[config.mk]
export PLATFORM = sky130hd
export DESIGN_NAME = battery_module_fault_monitor
export DESIGN_NICKNAME = d
export VERILOG_FILES = /design/src/rtl/core/bmfm_pkg.sv /design/src/rtl/core/bmfm_regs.sv /design/src/rtl/core/bmfm_ctrl.sv /design/src/rtl/core/bmfm_dp.sv /design/src/rtl/core/battery_module_fault_monitor.sv
export SDC_FILE = /design/constraint.sdc
export NUM_CORES = 1
export LEC_CHECK = 0
export ABC_CLOCK_PERIOD_IN_PS = 7120
export BUFFER_PORTS_ARGS = -buffer_cell sky130_fd_sc_hd__clkbuf_2
export CORE_UTILIZATION = 45
export DETAILED_ROUTE_END_ITERATION = 12
export PLACE_DENSITY = 0.63
export SYNTH_ARGS = -nofsm -noshare
export SYNTH_HDL_FRONTEND = slang
export SYNTH_SLANG_ARGS = --single-unit
export TNS_END_PERCENT = 20
[constraint.sdc]
create_clock -name aclk -period 7.12 [get_ports aclk]
set_input_delay 1.424 -clock aclk [delete_from_list [all_inputs] [get_ports aclk]]
set_output_delay 1.424 -clock aclk [all_outputs]
set_load 0.05 [all_outputs]
[src/rtl/core/bmfm_pkg.sv]
// Shared types and constants for the battery module fault monitor.
`timescale 1ns / 1ps
`default_nettype none

package bmfm_pkg;

    // Input mode codes (s_tuser)
    localparam logic [1:0] MODE_REPORT      = 2'd0;
    localparam logic [1:0] MODE_REPORT_TEMP = 2'd1;
    localparam logic [1:0] MODE_TICK        = 2'd2;

    // Result kinds (m_tuser)
    localparam logic [1:0] KIND_VERDICT = 2'd0;
    localparam logic [1:0] KIND_INVALID = 2'd1;
    localparam logic [1:0] KIND_SILENT  = 2'd2;

    // Fault codes
    localparam logic [1:0] FAULT_NONE      = 2'd0;
    localparam logic [1:0] FAULT_IMBALANCE = 2'd1;
    localparam logic [1:0] FAULT_LIMIT     = 2'd2;

    // Register indexes
    localparam logic [2:0] REG_VOLTAGE_LIMIT   = 3'd0;
    localparam logic [2:0] REG_CURRENT_LIMIT   = 3'd1;
    localparam logic [2:0] REG_TEMP_LIMIT      = 3'd2;
    localparam logic [2:0] REG_IMBALANCE_LIMIT = 3'd3;
    localparam logic [2:0] REG_SILENCE_TIMEOUT = 3'd4;
    localparam logic [2:0] REG_OWN_MODULE      = 3'd5;

    localparam int PADDR_W    = 5;
    localparam int S_TDATA_W  = 88;
    localparam int M_TDATA_W  = 16;

    typedef struct packed {
        logic [14:0] voltage_limit;
        logic [14:0] current_limit;
        logic [15:0] temp_limit;
        logic [14:0] imbalance_limit;
        logic [15:0] silence_timeout;
        logic [7:0]  own_module;
    } cfg_t;

    typedef enum logic [4:0] {
        ST_IDLE    = 5'b00001,
        ST_CHECK   = 5'b00010,
        ST_VERDICT = 5'b00100,
        ST_TICK    = 5'b01000,
        ST_FLUSH   = 5'b10000
    } state_t;

    typedef struct packed {
        logic capture;
        logic check;
        logic emit_verdict;
        logic tick_step;
        logic flush;
    } cmd_t;

    typedef struct packed {
        logic slot_free;
        logic tick_stall;
        logic idx_last;
        logic pend_valid;
    } sts_t;

endpackage

`default_nettype wire

[src/rtl/core/bmfm_regs.sv]
// APB configuration registers of the fault monitor.
`timescale 1ns / 1ps
`default_nettype none

module bmfm_regs (
    input  wire logic                         aclk,
    input  wire logic                         aresetn,
    input  wire logic                         psel,
    input  wire logic                         penable,
    input  wire logic                         pwrite,
    input  wire logic [bmfm_pkg::PADDR_W-1:0] paddr,
    input  wire logic [31:0]                  pwdata,
    output logic      [31:0]                  prdata,
    output logic                              pready,
    output bmfm_pkg::cfg_t                    cfg
);

    bmfm_pkg::cfg_t cfg_reg;
    logic [2:0]     rindex;
    logic           wr_en;

    assign pready = 1'b1;
    assign rindex = paddr[4:2];
    assign wr_en  = psel && penable && pwrite && pready;
    assign cfg    = cfg_reg;

    always_ff @(posedge aclk) begin
        if (!aresetn) begin
            cfg_reg.voltage_limit   <= 15'd4000;
            cfg_reg.current_limit   <= 15'd2000;
            cfg_reg.temp_limit      <= 16'd4500;
            cfg_reg.imbalance_limit <= 15'd100;
            cfg_reg.silence_timeout <= 16'd3000;
            cfg_reg.own_module      <= 8'd2;
        end else if (wr_en) begin
            case (rindex)
                bmfm_pkg::REG_VOLTAGE_LIMIT:   cfg_reg.voltage_limit   <= pwdata[14:0];
                bmfm_pkg::REG_CURRENT_LIMIT:   cfg_reg.current_limit   <= pwdata[14:0];
                bmfm_pkg::REG_TEMP_LIMIT:      cfg_reg.temp_limit      <= pwdata[15:0];
                bmfm_pkg::REG_IMBALANCE_LIMIT: cfg_reg.imbalance_limit <= pwdata[14:0];
                bmfm_pkg::REG_SILENCE_TIMEOUT: cfg_reg.silence_timeout <= pwdata[15:0];
                bmfm_pkg::REG_OWN_MODULE:      cfg_reg.own_module      <= pwdata[7:0];
                default: ;
            endcase
        end
    end

    always_comb begin
        case (rindex)
            bmfm_pkg::REG_VOLTAGE_LIMIT:   prdata = {17'd0, cfg_reg.voltage_limit};
            bmfm_pkg::REG_CURRENT_LIMIT:   prdata = {17'd0, cfg_reg.current_limit};
            bmfm_pkg::REG_TEMP_LIMIT:      prdata = {{16{cfg_reg.temp_limit[15]}},
                                                     cfg_reg.temp_limit};
            bmfm_pkg::REG_IMBALANCE_LIMIT: prdata = {17'd0, cfg_reg.imbalance_limit};
            bmfm_pkg::REG_SILENCE_TIMEOUT: prdata = {16'd0, cfg_reg.silence_timeout};
            bmfm_pkg::REG_OWN_MODULE:      prdata = {24'd0, cfg_reg.own_module};
            default:                       prdata = 32'd0;
        endcase
    end

endmodule

`default_nettype wire

[src/rtl/core/bmfm_ctrl.sv]
// Controller state machine of the fault monitor.
`timescale 1ns / 1ps
`default_nettype none

module bmfm_ctrl (
    input  wire logic       aclk,
    input  wire logic       aresetn,
    input  wire logic       s_tvalid,
    output logic            s_tready,
    input  wire logic [1:0] s_tuser,
    input  bmfm_pkg::sts_t  sts,
    output bmfm_pkg::cmd_t  cmd
);

    bmfm_pkg::state_t state_reg, state_next;
    logic             accept;

    assign s_tready = (state_reg == bmfm_pkg::ST_IDLE);
    assign accept   = s_tvalid && s_tready;

    always_comb begin
        cmd              = '0;
        cmd.capture      = accept;
        cmd.check        = (state_reg == bmfm_pkg::ST_CHECK);
        cmd.emit_verdict = (state_reg == bmfm_pkg::ST_VERDICT) && sts.slot_free;
        cmd.tick_step    = (state_reg == bmfm_pkg::ST_TICK) && !sts.tick_stall;
        cmd.flush        = (state_reg == bmfm_pkg::ST_FLUSH) && sts.pend_valid &&
                           sts.slot_free;
    end

    always_comb begin
        state_next = state_reg;
        case (state_reg)
            bmfm_pkg::ST_IDLE: begin
                if (accept) begin
                    if (s_tuser == bmfm_pkg::MODE_TICK) begin
                        state_next = bmfm_pkg::ST_TICK;
                    end else if (s_tuser == bmfm_pkg::MODE_REPORT ||
                                 s_tuser == bmfm_pkg::MODE_REPORT_TEMP) begin
                        state_next = bmfm_pkg::ST_CHECK;
                    end
                end
            end
            bmfm_pkg::ST_CHECK: begin
                state_next = bmfm_pkg::ST_VERDICT;
            end
            bmfm_pkg::ST_VERDICT: begin
                if (sts.slot_free) begin
                    state_next = bmfm_pkg::ST_IDLE;
                end
            end
            bmfm_pkg::ST_TICK: begin
                if (!sts.tick_stall && sts.idx_last) begin
                    state_next = bmfm_pkg::ST_FLUSH;
                end
            end
            bmfm_pkg::ST_FLUSH: begin
                if (!sts.pend_valid || sts.slot_free) begin
                    state_next = bmfm_pkg::ST_IDLE;
                end
            end
            default: begin
                state_next = bmfm_pkg::ST_IDLE;
            end
        endcase
    end

    always_ff @(posedge aclk) begin
        if (!aresetn) begin
            state_reg <= bmfm_pkg::ST_IDLE;
        end else begin
            state_reg <= state_next;
        end
    end

endmodule

`default_nettype wire

[src/rtl/core/bmfm_dp.sv]
// Datapath of the fault monitor: limit checks, silence timers, result register.
`timescale 1ns / 1ps
`default_nettype none

module bmfm_dp #(
    parameter int MODULE_COUNT = 2
) (
    input  wire logic                           aclk,
    input  wire logic                           aresetn,
    input  bmfm_pkg::cfg_t                      cfg,
    input  bmfm_pkg::cmd_t                      cmd,
    output bmfm_pkg::sts_t                      sts,
    input  wire logic [bmfm_pkg::S_TDATA_W-1:0] s_tdata,
    input  wire logic [1:0]                     s_tuser,
    output logic                                m_tvalid,
    input  wire logic                           m_tready,
    output logic      [bmfm_pkg::M_TDATA_W-1:0] m_tdata,
    output logic      [1:0]                     m_tuser,
    output logic                                m_tlast
);

    localparam int IDX_W = (MODULE_COUNT > 1) ? $clog2(MODULE_COUNT) : 1;

    // captured item
    logic [7:0]         mod_reg;
    logic signed [15:0] a_reg, b_reg, c_reg, cur_reg, tmp_reg;
    logic               temp_en_reg;

    // verdict stage
    logic inval_reg, lim_fault_reg, imb_fault_reg, rest_reg;

    // module state
    logic [15:0]             count_reg [MODULE_COUNT];
    logic [MODULE_COUNT-1:0] failed_reg;

    // tick walk
    logic [IDX_W-1:0] idx_reg;
    logic             pend_valid_reg;
    logic [7:0]       pend_mod_reg;

    // result register
    logic       out_valid_reg;
    logic [1:0] out_kind_reg;
    logic [7:0] out_mod_reg;
    logic       out_healthy_reg;
    logic [1:0] out_code_reg;
    logic       out_rest_reg;
    logic       out_last_reg;

    logic               slot_free;
    logic               mod_ok;
    logic [7:0]         mod_dec;
    logic [IDX_W-1:0]   rix;
    logic signed [16:0] vl, cl, il, spread;
    logic signed [15:0] hi, lo;
    logic               lim_fault, imb_fault;
    logic [7:0]         tick_mod;
    logic               exempt;
    logic [15:0]        cnt_cur, cnt_inc;
    logic               newfail;
    logic               pend_emit;

    assign slot_free = !out_valid_reg || m_tready;

    // report checks
    assign mod_ok  = (mod_reg != 8'd0) && (mod_reg <= 8'(MODULE_COUNT));
    assign mod_dec = mod_reg - 8'd1;
    assign rix     = mod_dec[IDX_W-1:0];
    assign vl      = $signed({2'b00, cfg.voltage_limit});
    assign cl      = $signed({2'b00, cfg.current_limit});
    assign il      = $signed({2'b00, cfg.imbalance_limit});

    always_comb begin
        hi = a_reg;
        lo = a_reg;
        if (b_reg > hi) hi = b_reg;
        if (c_reg > hi) hi = c_reg;
        if (b_reg < lo) lo = b_reg;
        if (c_reg < lo) lo = c_reg;
    end

    assign spread    = $signed({hi[15], hi}) - $signed({lo[15], lo});
    assign lim_fault = ($signed({a_reg[15], a_reg}) > vl) ||
                       ($signed({b_reg[15], b_reg}) > vl) ||
                       ($signed({c_reg[15], c_reg}) > vl) ||
                       ($signed({cur_reg[15], cur_reg}) > cl) ||
                       (temp_en_reg && !(tmp_reg < $signed(cfg.temp_limit)));
    assign imb_fault = spread > il;

    // tick checks
    assign tick_mod  = 8'(idx_reg) + 8'd1;
    assign exempt    = (tick_mod == cfg.own_module);
    assign cnt_cur   = count_reg[idx_reg];
    assign cnt_inc   = (cnt_cur == 16'hFFFF) ? cnt_cur : cnt_cur + 16'd1;
    assign newfail   = !exempt && (cnt_inc > cfg.silence_timeout) && !failed_reg[idx_reg];
    assign pend_emit = cmd.tick_step && newfail && pend_valid_reg;

    assign sts.slot_free  = slot_free;
    assign sts.tick_stall = newfail && pend_valid_reg && !slot_free;
    assign sts.idx_last   = (idx_reg == IDX_W'(MODULE_COUNT - 1));
    assign sts.pend_valid = pend_valid_reg;

    always_ff @(posedge aclk) begin
        if (cmd.capture) begin
            mod_reg     <= s_tdata[7:0];
            a_reg       <= s_tdata[23:8];
            b_reg       <= s_tdata[39:24];
            c_reg       <= s_tdata[55:40];
            cur_reg     <= s_tdata[71:56];
            tmp_reg     <= s_tdata[87:72];
            temp_en_reg <= (s_tuser == bmfm_pkg::MODE_REPORT_TEMP);
        end
        if (cmd.check) begin
            inval_reg     <= !mod_ok;
            lim_fault_reg <= lim_fault;
            imb_fault_reg <= imb_fault;
            rest_reg      <= failed_reg[rix];
        end
    end

    always_ff @(posedge aclk) begin
        if (!aresetn) begin
            for (int i = 0; i < MODULE_COUNT; i++) begin
                count_reg[i] <= 16'd0;
            end
            failed_reg     <= '0;
            idx_reg        <= '0;
            pend_valid_reg <= 1'b0;
            pend_mod_reg   <= 8'd0;
        end else begin
            if (cmd.capture) begin
                idx_reg <= '0;
            end
            if (cmd.check && mod_ok) begin
                count_reg[rix]  <= 16'd0;
                failed_reg[rix] <= 1'b0;
            end
            if (cmd.tick_step) begin
                idx_reg <= idx_reg + 1'b1;
                if (!exempt) begin
                    count_reg[idx_reg] <= cnt_inc;
                end
                if (newfail) begin
                    failed_reg[idx_reg] <= 1'b1;
                    pend_valid_reg      <= 1'b1;
                    pend_mod_reg        <= tick_mod;
                end
            end
            if (cmd.flush) begin
                pend_valid_reg <= 1'b0;
            end
        end
    end

    always_ff @(posedge aclk) begin
        if (!aresetn) begin
            out_valid_reg <= 1'b0;
        end else if (cmd.emit_verdict || pend_emit || cmd.flush) begin
            out_valid_reg <= 1'b1;
        end else if (m_tready) begin
            out_valid_reg <= 1'b0;
        end
    end

    always_ff @(posedge aclk) begin
        if (cmd.emit_verdict) begin
            out_kind_reg    <= inval_reg ? bmfm_pkg::KIND_INVALID : bmfm_pkg::KIND_VERDICT;
            out_mod_reg     <= inval_reg ? mod_reg : cfg.own_module;
            out_healthy_reg <= !inval_reg && !lim_fault_reg && !imb_fault_reg;
            out_code_reg    <= (inval_reg)     ? bmfm_pkg::FAULT_NONE :
                               (lim_fault_reg) ? bmfm_pkg::FAULT_LIMIT :
                               (imb_fault_reg) ? bmfm_pkg::FAULT_IMBALANCE :
                                                 bmfm_pkg::FAULT_NONE;
            out_rest_reg    <= !inval_reg && rest_reg;
            out_last_reg    <= 1'b1;
        end else if (pend_emit || cmd.flush) begin
            out_kind_reg    <= bmfm_pkg::KIND_SILENT;
            out_mod_reg     <= pend_mod_reg;
            out_healthy_reg <= 1'b0;
            out_code_reg    <= bmfm_pkg::FAULT_NONE;
            out_rest_reg    <= 1'b0;
            out_last_reg    <= cmd.flush;
        end
    end

    assign m_tvalid = out_valid_reg;
    assign m_tdata  = {4'd0, out_rest_reg, out_code_reg, out_healthy_reg, out_mod_reg};
    assign m_tuser  = out_kind_reg;
    assign m_tlast  = out_last_reg;

endmodule

`default_nettype wire

[src/rtl/core/battery_module_fault_monitor.sv]
// Top level of the battery module fault monitor.
`timescale 1ns / 1ps
`default_nettype none

// Checks reports from battery modules 1..MODULE_COUNT against the programmed voltage,
// current, temperature and cell imbalance limits and tracks a silence timer per module.
// One input transfer is taken at a time. A report (mode 0 or 1) gives one result
// from ST_VERDICT when the output is free; the next transfer can be accepted in the
// same cycle as that result appears. A tick (mode 2) walks the module timers one
// module per cycle while no output stall holds it; each newly silent module gives
// one result, the final one carrying tlast. Mode 3 is dropped. The result register
// lets the next transfer be accepted while a result waits on m_tready.

module battery_module_fault_monitor #(
    parameter int MODULE_COUNT = 2
) (
    input  wire logic                           aclk,
    input  wire logic                           aresetn,
    // APB configuration
    input  wire logic                           psel,
    input  wire logic                           penable,
    input  wire logic                           pwrite,
    input  wire logic [bmfm_pkg::PADDR_W-1:0]   paddr,
    input  wire logic [31:0]                    pwdata,
    output logic      [31:0]                    prdata,
    output logic                                pready,
    // input stream
    input  wire logic                           s_tvalid,
    output logic                                s_tready,
    // module_number[7:0], cell_a_mv[23:8], cell_b_mv[39:24], cell_c_mv[55:40],
    // current_ma[71:56], temperature_cdeg[87:72]
    input  wire logic [bmfm_pkg::S_TDATA_W-1:0] s_tdata,
    // mode[1:0]
    input  wire logic [1:0]                     s_tuser,
    // result stream
    output logic                                m_tvalid,
    input  wire logic                           m_tready,
    // module_out[7:0], healthy[8], fault_code[10:9], restored[11], zero[15:12]
    output logic      [bmfm_pkg::M_TDATA_W-1:0] m_tdata,
    // kind[1:0]
    output logic      [1:0]                     m_tuser,
    output logic                                m_tlast
);

    bmfm_pkg::cfg_t cfg;
    bmfm_pkg::cmd_t cmd;
    bmfm_pkg::sts_t sts;

    bmfm_regs u_regs (
        .aclk    (aclk),
        .aresetn (aresetn),
        .psel    (psel),
        .penable (penable),
        .pwrite  (pwrite),
        .paddr   (paddr),
        .pwdata  (pwdata),
        .prdata  (prdata),
        .pready  (pready),
        .cfg     (cfg)
    );

    bmfm_ctrl u_ctrl (
        .aclk     (aclk),
        .aresetn  (aresetn),
        .s_tvalid (s_tvalid),
        .s_tready (s_tready),
        .s_tuser  (s_tuser),
        .sts      (sts),
        .cmd      (cmd)
    );

    bmfm_dp #(
        .MODULE_COUNT (MODULE_COUNT)
    ) u_dp (
        .aclk     (aclk),
        .aresetn  (aresetn),
        .cfg      (cfg),
        .cmd      (cmd),
        .sts      (sts),
        .s_tdata  (s_tdata),
        .s_tuser  (s_tuser),
        .m_tvalid (m_tvalid),
        .m_tready (m_tready),
        .m_tdata  (m_tdata),
        .m_tuser  (m_tuser),
        .m_tlast  (m_tlast)
    );

endmodule

`default_nettype wire

* Word level (Yosys, flattened, before mapping)
Memories as Yosys holds them, arrays and structs flattened. A register that Yosys moved wholly into a read port is not among the register bits. Index checks and enable logic that the tools add are counted.
Storage, ports and cells: register bits 211, bits of input ports 134, RAM bits 32, memories kept 1, logic and storage cells 193
Memory list:
- u_dp.count_reg | words 2, bits a word 16, read ports 1, clocked after Yosys merged registers in 1, wr ports 2, RTL line bmfm_dp.sv:33 | logic [15:0] count_reg [MODULE_COUNT];
Cells by class: add/subtract/negate cells 5, $lt $le $gt $ge 16, equal/unequal tests 19, reductions and logical operators 60, bitwise gates (word level) 4, muxes and demuxes 59
Operators by type and width (count):
- 32-bit case mux with 6 select lines | 1
- 16-bit greater-than comparator | 7
- 16-bit 2-to-1 mux | 7
- 16-bit < comparator | 3
- 16-bit OR reduction | 2
- 5-bit 2-to-1 mux | 6
- 1-bit 2-to-1 mux | 29
- 5-bit case mux with 5 select lines | 1
- 8-bit 2-to-1 mux | 3
- 1-bit logical AND | 22
- 2-bit 2-to-1 mux | 10
- 17-bit by 16-bit greater-than comparator with 1-bit output | 1
- 16-bit by 16-bit subtractor with 17-bit output | 1
- 16-bit by 1-bit adder with 16-bit output (second input constant) | 1
- 16-bit equality test (second input constant) | 1
- 2-bit AND reduction | 7
- 1-bit zero test | 11
- 1-bit logical OR | 10
- 8-bit equality test | 1
- 8-bit by 2-bit less-or-equal comparator with 1-bit output (second input constant) | 1
- 8-bit nonzero test | 1
- 3-bit by 2-bit equality test with 1-bit output (second input constant) | 2
- 3-bit equality test (second input constant) | 2
- 2-bit != test (second input constant) | 3
- 25 further kinds | 30

* Depth between registers and ports, before layout
depth in word-level cells 14, gate-level depth with buffers 40, mapped depth without buffers 37

* By module
From an unflattened synthesis, not the netlist that was laid out.
Second synthesis, totals: cell total of the unflattened synthesis 1554, area, all modules 15488.6 um^2
Modules (own cells, without submodules):
- bmfm_dp | area an instance 10964.3 um^2, instances 1, cells each 1062
- bmfm_regs | area an instance 4157.7 um^2, instances 1, cells each 447
- bmfm_ctrl | area an instance 366.6 um^2, instances 1, cells each 45

* Worst setup path after synthesis
No wires, ideal clock.
path kind flip-flop to flip-flop, start reg u_dp.b_reg[5], end reg u_dp.imb_fault_reg, data pin, setup slack 0.092 ns, data required time 6.864 ns, buffers on the path 3, stages on the path, launching flop included 40, setup time 0.256 ns, period minus slack after synthesis 7.028 ns, arrival time 6.773 ns, cells stage by stage edfxtp_1 -> ha_1 -> a211oi_1 -> o21ai_0 -> o211ai_1 -> a31oi_1 -> o22ai_2 -> or2_2 -> buf_2 -> buf_6 -> mux2i_1 -> ha_1 -> nor2b_1 -> o21a_1 -> o21a_1 -> o211ai_1 -> a21o_1 -> a21o_1 -> (+4 left out) -> inv_1 -> fa_1 -> a211oi_1 -> o21a_1 -> o31ai_1 -> o21a_1 -> o21a_1 -> o21a_1 -> nor2_1 -> xnor2_1 -> ha_1 -> a21oi_1 -> o21ai_0 -> o41ai_1 -> a41oi_1 -> o21ai_0 -> o41ai_1 -> a31o_2
Between the ends: word-level cells in the longest chain between the ends 6
RTL lines:
- start, declared | RTL line bmfm_dp.sv:26 | logic signed [15:0] a_reg, b_reg, c_reg, cur_reg, tmp_reg;
- start signal, assigned | RTL line bmfm_dp.sv:107 | b_reg <= s_tdata[39:24];
- 16-bit greater-than comparator or 16-bit < comparator (tied branches) | RTL line bmfm_dp.sv:76, bmfm_dp.sv:78
- 16-bit 2-to-1 mux (on tied branches) | RTL line bmfm_dp.sv:76, bmfm_dp.sv:78
- 16-bit greater-than comparator or 16-bit < comparator (tied branches) | RTL line bmfm_dp.sv:77, bmfm_dp.sv:79
- 16-bit 2-to-1 mux (on tied branches) | RTL line bmfm_dp.sv:77, bmfm_dp.sv:79
- 16-bit by 16-bit subtractor with 17-bit output * | RTL line bmfm_dp.sv:82 | assign spread = $signed({hi[15], hi}) - $signed({lo[15], lo});
- 17-bit by 16-bit greater-than comparator with 1-bit output * | RTL line bmfm_dp.sv:88 | assign imb_fault = spread > il;
- named net u_dp.imb_fault | RTL line bmfm_dp.sv:56 | logic lim_fault, imb_fault;
- end signal, assigned | RTL line bmfm_dp.sv:116 | imb_fault_reg <= imb_fault;
- end, declared | RTL line bmfm_dp.sv:30 | logic inval_reg, lim_fault_reg, imb_fault_reg, rest_reg;
The timed path passes the listed nets; every way through them passes the cells marked *. A chain may end at the register's enable or synchronous reset.

* Worst setup path in the final report
start reg u_dp.b_reg[7], end reg u_dp.imb_fault_reg, data pin
Same word-level chain as after synthesis.

==> impl_metrics.json <==
{
  "grt_util_all_layers_pct": 23.3,
  "rsz0062_at_grt": "true",
  "dp_hpwl_um": 30600,
  "end_kind": "register",
  "utilization_pct": 55.7,
  "finalWorstPathRequiredPeriod_ns": 7.23,
  "power_mw": 8.10,
  "netlist_area_mm2": 0.0150,
  "worst_slew_pin_slew_ns": 1.18,
  "hp-class": "reg -> reg",
  "cts_tree": "done",
  "reg2reg_depth": 35,
  "initial_utilization_pct": 45.9,
  "portBuffers": 164,
  "cp_max_fo": 3,
  "cts_made_buffers": 27,
  "clk_pin_slew_worst_paths_ns": 0.06,
  "synth.distinct_cells": 73,
  "ant_nets": 0,
  "yosysSeqAreaShare_pct": 41.1,
  "wl_per_cell_um": 17.3,
  "p_leak_nw": 7.78,
  "die_x_um": 184,
  "final_area_mm2": 0.0182,
  "whs_ns": 0.461,
  "grt_max_degree": 66,
  "gp_congestion": 0.880,
  "path_class": "reg -> reg",
  "path_common_cell": "o21a_1",
  "dp.cells": 2220,
  "grt_pass1_vias": 11858,
  "regToRegEndpoint": "u_dp.imb_fault_reg",
  "drive_above_1_share_pct": 24.1,
  "core-area_mm2": 0.0326,
  "violations": "negative setup slack",
  "fin_crit_sh_pct": 102,
  "outcome": "complete, but fails checks",
  "r2r_start": "u_dp.b_reg[7]",
  "first_pass_iters": 5,
  "avgSynthCellArea_um2": 9.67,
  "grt_overflow": 0,
  "clockBufferDepth": 3,
  "syn2layout_area_growth_pct": 21.3,
  "setup_tns_ns": -0.113,
  "crit_slowest_cell": "edfxtp_1",
  "start_kind": "register",
  "rows": 66,
  "max_cap_viol_count": 0,
  "nets": 2113,
  "clock_latency_ns": 0.55,
  "cts_hold_buf": 0,
  "largest_register_ffs": 85,
  "vias": 12189,
  "synth_edf_count": 139,
  "io_pins": 188,
  "postPlaceCellArea_mm2": 0.0170,
  "async_flop_share_pct": 0,
  "drtIter0Drc": 832,
  "dieArea_mm2": 0.0340,
  "hold_path_end": "u_regs.cfg[54]",
  "antenna_found_initial": 2,
  "final_cells": 2272,
  "clock-sinks": 238,
  "drv_slew": 0,
  "required_ns": 7.52,
  "ys_ff_latch": 238,
  "holdCritStartpoint": "u_regs.cfg[54]",
  "cts_root_buffer": "clkbuf_16",
  "htree_levels": 1,
  "pre_cts_ws_ns": -0.541,
  "r2r_setup_slack_ns": -0.11,
  "grt_pass1_wl_um": 62100,
  "synth_top_flop_cell": "edfxtp_1",
  "min_delay_path_depth": 2,
  "max_freq_ghz": 0.138,
  "drt-total-wl_um": 39200,
  "layout_setup_ws_ns": -0.113,
  "syn_inst": 1548,
  "drc": 0,
  "cp_slowest_stage_delay_ns": 0.43,
  "ys_warn_count": 0,
  "dieHeight_um": 184,
  "ir_worst_vdd_uv": 446,
  "max_slew_margin_pct": 20.5,
  "via_per_inst": 5.36,
  "powerDensity_mw_per_mm2": 446,
  "setup-violations-final": 1,
  "finalHoldViolations": 0,
  "fin_worst_skew_ns": 0.0203,
  "crit_arrival_ns": 7.63
}
-- synth_stat cells (24+ instances only) --
cell,count,area share [%]
ha_1,170,14
nand2_1,169,4.2
inv_1,150,3.8
edfxtp_1,139,28
nor2_1,121,3.0
a21oi_1,118,3.9
dfxtp_1,99,13
mux2i_1,74,4.9
o21ai_0,58,1.9
clkbuf_1,41,1.0
nand3_1,36,1.2
o211ai_1,33,1.7
nand4_1,25,1.0
a21o_1,24,1.2
-- worst max-delay path: cells and delay by family (launching register included) --
family          cells  cell delay (ns)
compound gates     19             3.48
flops               1             0.43
buf+inv             1             0.05
fa+ha+maj           5             1.52
simple gates        7             1.10
mux                 2             0.44
xor+xnor            1             0.08
-- repair_timing --
item                                    in CTS  in global routing
buffers inserted                             1                  0
endpoints found under the setup margin       1                  1
endpoints found under the hold margin        0                  0
gates resized for setup                     32                  9
pin swaps                                   11                  0
-- cell usage in the layout, fill, tap and decap left out, drive strengths merged, types with 11 or more instances in the layout --
master	instances
a21oi	119
nand2b	11
inv	151
mux2i	75
mux4	13
a211oi	13
o211ai	33
clkbuf	207
mux2	19
o21ai	59
ha	170
nor2	123
buf	143
nand2	169
edfxtp	139
nor2b	17
a21o	24
nand3	36
and3	13
o21a	19
o22ai	11
nor3	11
dfxtp	99
xnor2	14
nand4	28
-- power breakdown --
part | internal (mW) | total [mW] | switching, mW
clock network | 0.901 | 1.47 | 0.565
registers | 1.67 | 1.78 | 0.113
logic | 2.40 | 4.85 | 2.45
total | 4.97 | 8.10 | 3.13
-- worst max-delay path by stage --
stage                         from            endpoint  slack [ns]  cells past startpoint
CTS                 u_dp.b_reg[15]  u_dp.imb_fault_reg       0.001                     34
floorplan            u_dp.b_reg[5]  u_dp.imb_fault_reg        0.09                     39
detailed placement   u_dp.b_reg[9]  u_dp.imb_fault_reg       -0.54                     35
global route         u_dp.a_reg[7]  u_dp.imb_fault_reg       -0.56                     36
finish               u_dp.b_reg[7]  u_dp.imb_fault_reg       -0.11                     35
global placement     u_dp.b_reg[3]  u_dp.imb_fault_reg       -0.39                     35
-- per-layer routing --
layer	global-route usage, %	share of wire (%)
met1	30.3	43
met2	39.7	48
met3	3.93	5.9
met4	6.63	2.7
met5	0	0.036
-- cell families (layout without fill, tap and decap cells) --
family | count (synthesis) | after routing | synth area share (%)
AOI/OAI and AO/OA | 318 | 318 | 13.4
xor gates and xnor gates | 20 | 20 | 1.17
adders and majority gates | 171 | 171 | 14.3
buffers and inverters | 229 | 507 | 6.66
DFF | 238 | 238 | 41.1
muxes | 107 | 107 | 8.48
other | 2 | 6 | 0.0502
and+or+nand+nor | 463 | 463 | 14.7
-- area by class of cell --
class / instances / area [µm²]
Antenna cell: 1 / 2.50
Sequential cell: 238 / 6160
Tap cell: 442 / 553
Fill cell: 2893 / 14500
Clock inverter: 7 / 45.0
Timing Repair Buffer: 307 / 1920
Multi-Input combinational cell: 1084 / 7990
Inverter: 150 / 563
Clock buffer: 43 / 935
(Power assumes the default switching activity.)
